### src/hdl/fud_pkg.sv
package fud_pkg;

  // Characters the decoder looks for
  localparam logic [7:0] CH_NUL   = 8'h00;
  localparam logic [7:0] CH_AMP   = 8'h26;
  localparam logic [7:0] CH_PLUS  = 8'h2B;
  localparam logic [7:0] CH_SPACE = 8'h20;
  localparam logic [7:0] CH_PCT   = 8'h25;
  localparam logic [7:0] CH_EQ    = 8'h3D;
  localparam logic [7:0] CH_CR    = 8'h0D;
  localparam logic [7:0] CH_LF    = 8'h0A;
  localparam logic [7:0] CH_BSL   = 8'h5C;
  localparam logic [7:0] CH_N     = 8'h6E;

  // Results one byte can give at most
  localparam int unsigned MaxRes = 3;

  typedef enum logic [1:0] {
    ESC_NONE = 2'd0,
    ESC_HIGH = 2'd1,
    ESC_LOW  = 2'd2
  } esc_phase_e;

  typedef struct packed {
    logic [7:0] in_byte;
    logic       body_end;
  } in_word_t;

  typedef struct packed {
    logic [7:0] out_char;
    logic       char_valid;
    logic       in_value;
    logic       pair_end;
    logic       pair_ok;
    logic       run_last;
  } out_word_t;

  // Segment state carried from byte to byte
  typedef struct packed {
    esc_phase_e phase;
    logic [3:0] high_nibble;
    logic       seen_equals;
    logic       body_stopped;
  } dec_state_t;

  // Fill status of the result buffer
  typedef struct packed {
    logic [1:0] cnt;
    logic [1:0] idx;
  } buf_status_t;

  // Unchecked hex digit value; may reach 24
  function automatic logic [4:0] nibble(input logic [7:0] c);
    nibble = {1'b0, c[3:0]} + (c[6] ? 5'd9 : 5'd0);
  endfunction

  function automatic out_word_t char_word(input logic [7:0] c, input logic val);
    out_word_t w;
    w = '0;
    w.out_char   = c;
    w.char_valid = 1'b1;
    w.in_value   = val;
    char_word    = w;
  endfunction

  function automatic out_word_t pair_word(input logic ok);
    out_word_t w;
    w = '0;
    w.pair_end = 1'b1;
    w.pair_ok  = ok;
    pair_word  = w;
  endfunction

endpackage

### src/hdl/fud_decode.sv
module fud_decode
  import fud_pkg::*;
(
  input  in_word_t   in_i,
  input  dec_state_t st_i,
  input  logic       conv_i,
  output dec_state_t st_o,
  output out_word_t  res_o [MaxRes],
  output logic [1:0] cnt_o
);

  dec_state_t nxt;
  out_word_t  res [MaxRes];
  logic [1:0] cnt;
  logic [7:0] c;
  logic [7:0] dec;
  logic       have;
  logic [4:0] nib;

  // Decode one raw byte into up to three result words
  always_comb begin
    nxt  = st_i;
    cnt  = 2'd0;
    for (int i = 0; i < MaxRes; i++) res[i] = '0;
    c    = '0;
    dec  = '0;
    have = 1'b0;
    nib  = '0;

    if (st_i.body_stopped) begin
      if (in_i.body_end) nxt.body_stopped = 1'b0;
    end else if (in_i.in_byte == CH_NUL) begin
      res[cnt] = pair_word(nxt.seen_equals);
      cnt = cnt + 2'd1;
      nxt.phase = ESC_NONE;
      nxt.high_nibble = '0;
      nxt.seen_equals = 1'b0;
      if (!in_i.body_end) nxt.body_stopped = 1'b1;
    end else begin
      if (in_i.in_byte == CH_AMP) begin
        res[cnt] = pair_word(nxt.seen_equals);
        cnt = cnt + 2'd1;
        nxt.phase = ESC_NONE;
        nxt.high_nibble = '0;
        nxt.seen_equals = 1'b0;
      end else begin
        c   = (in_i.in_byte == CH_PLUS) ? CH_SPACE : in_i.in_byte;
        nib = nibble(c);
        // escape sequencing
        unique case (nxt.phase)
          ESC_HIGH: begin
            nxt.high_nibble = nib[3:0];
            nxt.phase = ESC_LOW;
          end
          ESC_LOW: begin
            dec  = {nxt.high_nibble, 4'h0} | {3'b000, nib};
            have = 1'b1;
            nxt.phase = ESC_NONE;
            nxt.high_nibble = '0;
          end
          default: begin
            if (c == CH_PCT) begin
              nxt.phase = ESC_HIGH;
            end else begin
              dec  = c;
              have = 1'b1;
            end
          end
        endcase
        // name/value split and newline conversion
        if (have) begin
          if (!nxt.seen_equals) begin
            if (dec == CH_EQ) begin
              nxt.seen_equals = 1'b1;
            end else begin
              res[cnt] = char_word(dec, 1'b0);
              cnt = cnt + 2'd1;
            end
          end else if (conv_i && dec == CH_CR) begin
            // CR dropped
          end else if (conv_i && dec == CH_LF) begin
            res[cnt] = char_word(CH_BSL, 1'b1);
            cnt = cnt + 2'd1;
            res[cnt] = char_word(CH_N, 1'b1);
            cnt = cnt + 2'd1;
          end else begin
            if (conv_i && dec == CH_PCT) begin
              res[cnt] = char_word(CH_PCT, 1'b1);
              cnt = cnt + 2'd1;
            end
            res[cnt] = char_word(dec, 1'b1);
            cnt = cnt + 2'd1;
          end
        end
      end
      if (in_i.body_end) begin
        res[cnt] = pair_word(nxt.seen_equals);
        cnt = cnt + 2'd1;
        nxt.phase = ESC_NONE;
        nxt.high_nibble = '0;
        nxt.seen_equals = 1'b0;
      end
    end

    // flag the last word of the run
    for (int i = 0; i < MaxRes; i++) res[i].run_last = (2'(i + 1) == cnt);
  end

  assign st_o  = nxt;
  assign res_o = res;
  assign cnt_o = cnt;

endmodule

### src/hdl/fud_out_buf.sv
module fud_out_buf
  import fud_pkg::*;
(
  input  logic        clk_i,
  input  logic        rst_ni,
  input  logic        load_i,
  input  out_word_t   res_i [MaxRes],
  input  logic [1:0]  cnt_i,
  output logic        space_o,
  output logic        out_valid_o,
  input  logic        out_ready_i,
  output out_word_t   out_data_o,
  output buf_status_t status_o
);

  out_word_t  res_q [MaxRes];
  logic [1:0] cnt_q, cnt_d;
  logic [1:0] idx_q, idx_d;
  logic       take;

  assign out_valid_o = (idx_q != cnt_q);
  assign take        = out_valid_o && out_ready_i;
  // room for a new run once the last word leaves
  assign space_o     = !out_valid_o || (take && (idx_q + 2'd1 == cnt_q));

  // pointer update
  always_comb begin
    cnt_d = cnt_q;
    idx_d = idx_q;
    if (take) idx_d = idx_q + 2'd1;
    if (load_i) begin
      cnt_d = cnt_i;
      idx_d = 2'd0;
    end
  end

  always_ff @(posedge clk_i or negedge rst_ni) begin
    if (!rst_ni) begin
      cnt_q <= 2'd0;
      idx_q <= 2'd0;
    end else begin
      cnt_q <= cnt_d;
      idx_q <= idx_d;
    end
  end

  // result words, no reset
  always_ff @(posedge clk_i) begin
    if (load_i) res_q <= res_i;
  end

  // word select
  always_comb begin
    unique case (idx_q)
      2'd0:    out_data_o = res_q[0];
      2'd1:    out_data_o = res_q[1];
      2'd2:    out_data_o = res_q[2];
      default: out_data_o = '0;
    endcase
  end

  assign status_o = '{cnt: cnt_q, idx: idx_q};

endmodule

### src/hdl/form_urlencoded_decoder_core.sv
// The result words of an accepted byte are registered and offered from the next cycle on.
// Throughput: one byte per cycle while each byte gives at most one word and out_ready_i
//   is high; a byte giving n words (n up to 3) holds the input while the buffer drains.
// A new byte is taken in the same cycle as the last word of its predecessor's run leaves.
// Reset (rst_ni low, asynchronous): segment state, convert mode, buffer pointers cleared.
module form_urlencoded_decoder_core
  import fud_pkg::*;
(
  input  logic      clk_i,
  input  logic      rst_ni,
  input  logic      cfg_valid_i,
  output logic      cfg_ready_o,
  input  logic      cfg_data_i,
  input  logic      in_valid_i,
  output logic      in_ready_o,
  input  in_word_t  in_data_i,
  output logic      out_valid_o,
  input  logic      out_ready_i,
  output out_word_t out_data_o
);

  dec_state_t  st_q, st_d;
  logic        conv_q;
  out_word_t   res [MaxRes];
  logic [1:0]  cnt;
  logic        space;
  logic        in_take;
  buf_status_t buf_st;

  assign cfg_ready_o = 1'b1;
  assign in_ready_o  = space;
  assign in_take     = in_valid_i && space;

  // convert mode register
  always_ff @(posedge clk_i or negedge rst_ni) begin
    if (!rst_ni) begin
      conv_q <= 1'b0;
    end else if (cfg_valid_i) begin
      conv_q <= cfg_data_i;
    end
  end

  // segment state
  always_ff @(posedge clk_i or negedge rst_ni) begin
    if (!rst_ni) begin
      st_q <= '{phase: ESC_NONE, high_nibble: 4'h0, seen_equals: 1'b0, body_stopped: 1'b0};
    end else if (in_take) begin
      st_q <= st_d;
    end
  end

  fud_decode u_decode (
    .in_i   (in_data_i),
    .st_i   (st_q),
    .conv_i (conv_q),
    .st_o   (st_d),
    .res_o  (res),
    .cnt_o  (cnt)
  );

  fud_out_buf u_out_buf (
    .clk_i       (clk_i),
    .rst_ni      (rst_ni),
    .load_i      (in_take),
    .res_i       (res),
    .cnt_i       (cnt),
    .space_o     (space),
    .out_valid_o (out_valid_o),
    .out_ready_i (out_ready_i),
    .out_data_o  (out_data_o),
    .status_o    (buf_st)
  );

  // Checks
  a_idx_bound: assert property (@(posedge clk_i) disable iff (!rst_ni)
    buf_st.idx <= buf_st.cnt)
    else $error("result pointer ran past the run");

  a_word_kind: assert property (@(posedge clk_i) disable iff (!rst_ni)
    out_valid_o |-> !(out_data_o.char_valid && out_data_o.pair_end))
    else $error("word is both character and pair end");

  a_run_shown: assert property (@(posedge clk_i) disable iff (!rst_ni)
    (in_take && cnt != 2'd0) |=> out_valid_o)
    else $error("accepted run not offered");

  a_stopped_clean: assert property (@(posedge clk_i) disable iff (!rst_ni)
    st_q.body_stopped |-> (st_q.phase == ESC_NONE && !st_q.seen_equals))
    else $error("stopped body holds segment state");

endmodule
### config.mk
export PLATFORM = sky130hd
export DESIGN_NAME = form_urlencoded_decoder_core
export DESIGN_NICKNAME = d
export VERILOG_FILES = /design/src/hdl/fud_pkg.sv /design/src/hdl/fud_decode.sv /design/src/hdl/fud_out_buf.sv /design/src/hdl/form_urlencoded_decoder_core.sv
export SDC_FILE = /design/constraint.sdc
export NUM_CORES = 1
export LEC_CHECK = 0
export BUFFER_PORTS_ARGS = -buffer_cell sky130_fd_sc_hd__buf_2
export CAP_MARGIN = 20
export CORE_ASPECT_RATIO = 1.25
export CORE_MARGIN = 2
export CORE_UTILIZATION = 53
export DETAILED_ROUTE_END_ITERATION = 8
export GPL_TIMING_DRIVEN = 0
export PLACE_DENSITY = 0.76
export SYNTH_ARGS = -nofsm -noshare
export SYNTH_HDL_FRONTEND = slang
export SYNTH_SLANG_ARGS = --single-unit
### constraint.sdc
create_clock -name clk_i -period 3.77 [get_ports clk_i]
set_clock_uncertainty 0.2 [all_clocks]
set_input_delay 0.1885 -clock clk_i [delete_from_list [all_inputs] [get_ports clk_i]]
set_output_delay 0.1885 -clock clk_i [all_outputs]
set_load 0.01 [all_outputs]
==> summary.txt <==
Routing
  – DR iter-0 viols: roughly 110
  – Via Count: 2180
  – Routed Antenna Nets: 0
  – Post-route DRC: 0
  – Post-DR wirelength/cell: between 15 and 20 um
  – Via density: 5.89
  – WL final: 5800 um
  – Drt pass-1 iters: 4

Timing
  – WHS: around 0.10 ns
  – Final worst path period share: 0.970
  – Pins over their slew limit: 0
  – Endpoints failing hold: 0
  – Final min period: 3.66 ns
  – Worst slew pin tran: 0.813 ns
  – Slew headroom: 0.458
  – Max Freq: 273 MHz
  – # setup viols final: 0

Setup path
  – Worst Setup Start Kind: input port
  – Critical Path RT: 3.72 ns
  – Reg2reg end: u_out_buf.res_q[27]
  – CP cell instances: buf_2, nor4b_4, buf_4, nand4b_1, and2_1, ha_1, xor2_2, and2_1, o211ai_1, or2_4, o31a_1, a21o_4, inv_4, ha_2, nand2_2, or4_4, a21oi_2
  – Max stage delay cell, worst path: or4_4
  – CP startpoint: in_data_i[8]
  – Worst Setup EP: u_out_buf.res_q[27]
  – Flop-to-flop setup slack: approximately 0.13 ns
  – Crit end category: flip-flop
  – Critical-path maximum fanout: 6
  – Crit Path Category: input port to flip-flop
  – Worst r2r path cells: 11
  – Critical Path Max Stage Delay: about 0.45 ns
  – Most frequent CP cell: and2_1
  – CP arrival: 3.60 ns
  – Worst r2r src: st_q[7]

Placed design
  – HPWL after detailed placement: 4290 um
  – Routability cong.: between 0.8 and 0.9
  – PortBufs: 26

Finish
  – Area Overhead vs Synth: 15.8%
  – Final #Nets: 336
  – Antenna cells: 0
  – Proportion of layout cells with a drive suffix above 1: 0.216
  – Most frequent cells in the layout: 28 x nor2_1, 28 x edfxtp_1, 27 x buf_2, 19 x nand2_1, 14 x a21oi_1
  – Filler Cells Inserted: ~400

Clock network
  – Clock tree buffer depth: 2
  – H-tree depth: 2
  – Worst-path clk slew: 0.07 ns
  – Worst skew pair latency: 0.29 ns
  – Root Driver: clkbuf_8
  – CTS Sinks: 41
  – Num CTS Buffers: 5
  – TritonCTS clock tree: built

Min path
  – Hold Crit Class: input port to async pin

Synth
  – Ys flop type: edfxtp_1
  – Syn avg cell area: between 9 and 10 um2
  – Total number of yosys warnings: 0
  – Seq/Total Area, Yosys: 0.441
  – Netlist cell types: 64
  – Post-synth EDFFs: 28
  – Yosys reg bits: 41
  – Mapped Area: around 0.0026 mm2
  – Mapped Cells: about 270
  – Asr flop ratio synth: 0.317

Global routing
  – Initial antenna violation count: 0
  – Grt total ovfl: 0
  – Vias in the first global route: 2102
  – First-pass GRT wire length: around 9700 um
  – Largest net degree at the start of global routing: 38
  – Total global-route track usage: 0.222

Floorplanning
  – Die ar.: 0.00558 mm2
  – Die width: 67.2 um
  – # IOs: 31
  – CORE AREA: 0.00476 mm2
  – Initial Utilization: 0.555
  – Die Ht: 83 um
  – Site Rows: 28

Pwr
  – Peak supply drop: 0.619 mV
  – Switching Fraction: 0.434
  – Pwr per Cell Area: between 700 and 800 mW/mm2
  – Flop pwr share: 0.330
  – Final Power: 2.42 mW
  – P_int: 1.37 mW
  – Lkg Pwr: about 1.3 nW
  – Clk network pwr share: 0.113
  – Comb pwr share: 0.557
  – Psw: about 1.1 mW

Job
  – Max_cap viols: 0

Status
  – Run status: finished, final reports clean
## how the worst min path moves through the flow
stage,startpoint,end,depth (start not counted)
finish,rst_ni,conv_q,2
global route,rst_ni,st_q[6],2
CTS,rst_ni,st_q[6],2
detailed placement,rst_ni,st_q[6],1
global placement,rst_ni,st_q[6],1
floorplan,rst_ni,conv_q,0
## final cells by class
cell class	instances	area, um2	share of cell area
buffer	14	77.6	0.0253
clock buffer	6	72.6	0.0237
clock inverter	2	10.0	0.00327
inverter	13	51.3	0.0167
multi-input combinational	199	1400	0.458
sequential	41	1170	0.381
tap	60	75.1	0.0245
timing repair buffer	35	208	0.0678
## power groups by stage
| stage | clock network (mW) | registers [mW] | logic (mW) |
|---|---|---|---|
| after global placement | 0 | 0.802 | 1.28 |
| after global routing | 0.294 | 0.816 | 1.51 |
| after floorplan | 0 | 0.781 | 0.971 |
| final | 0.274 | 0.798 | 1.35 |
| after detailed placement | 0 | 0.807 | 1.30 |
| after CTS | 0.274 | 0.797 | 1.32 |
## stage by stage
| stage | area, um2 | worst slack [ns] | setup TNS [ns] | instances | utilization |
|---|---|---|---|---|---|
| 2_1_floorplan | 2650 | 0.166 | 0 | 268 | - |
| 3_3_place_gp | 2860 | -0.377 | -3.45 | 354 | 0.599 |
| 3_5_place_dp | 2860 | -0.428 | -4.48 | 354 | 0.600 |
| 4_1_cts | 3010 | 0.000909 | 0 | 369 | 0.631 |
| 5_1_grt | 3060 | -0.0165 | -0.0165 | 370 | 0.643 |
| 6_report | 3060 | 0.113 | 0 | 370 | 0.643 |
## routing by layer
metal	GRT usage	up-vias	routed length (um)
li1	-	1084	-
met1	0.277	1028	2400
met2	0.382	59	3070
met3	0.0285	9	203
met4	0.0853	0	122
met5	0	-	0
## critical path, delay by kind of cell
kind / cells / cell delay, ns
buf+inv: 3 / 0.39
simple gates: 7 / 1.55
compound gates: 4 / 0.85
xor+xnor: 1 / 0.19
fa+ha+maj: 2 / 0.43
## synth_stat cells, types with 3 or more instances
master    number  area share
nand2_1       20       0.028
dfrtp_1       13        0.12
nor2_1        28       0.040
and2_1         3      0.0071
a22oi_1       12       0.034
edfxtp_1      28        0.32
xor2_1         4       0.013
or3_1          3      0.0071
nand2b_1       4      0.0095
a21boi_1       3      0.0085
a21oi_1       16       0.030
a31oi_1        4      0.0095
nor3b_1        4       0.011
clkbuf_1       8       0.011
nor2b_1        4      0.0095
o21a_1         3      0.0085
and3_1         6       0.014
o21ai_0        8       0.015
a222oi_1       3       0.011
and3b_1        3      0.0099
ha_1          12       0.057
o211ai_1       4       0.011
inv_1         12       0.017
nand3_1       10       0.019
## registers in the layout, indices dropped and copies added, names as in the netlist
register         count
st_q                 8
u_out_buf.idx_q      2
u_out_buf.res_q     28
conv_q               1
u_out_buf.cnt_q      2
## logic make-up (layout without fill, tap and decap cells)
| family | count (synthesis) | count (layout) | share of synthesized area |
|---|---|---|---|
| buffers and inverters | 28 | 70 | 0.0473 |
| XOR/XNOR | 6 | 6 | 0.0199 |
| AND/OR/NAND/NOR | 102 | 102 | 0.218 |
| adder cells (fa/ha/maj) | 12 | 12 | 0.0567 |
| flip-flops | 41 | 41 | 0.441 |
| multiplexers | 1 | 1 | 0.00426 |
| AO/OA/AOI/OAI | 75 | 75 | 0.210 |
| other | 2 | 3 | 0.00284 |
## what timing repair did
item | in CTS | in global routing
gates resized for setup | 1 | 12
endpoints found under the setup margin | 10 | 14
hold buffers | 4 | 0
pin swaps | 2 | 2
hold endpoints to repair | 15 | 0
gates cloned | 0 | 0
buffers inserted | 4 | 1
Power figures use the tool's default switching activity.
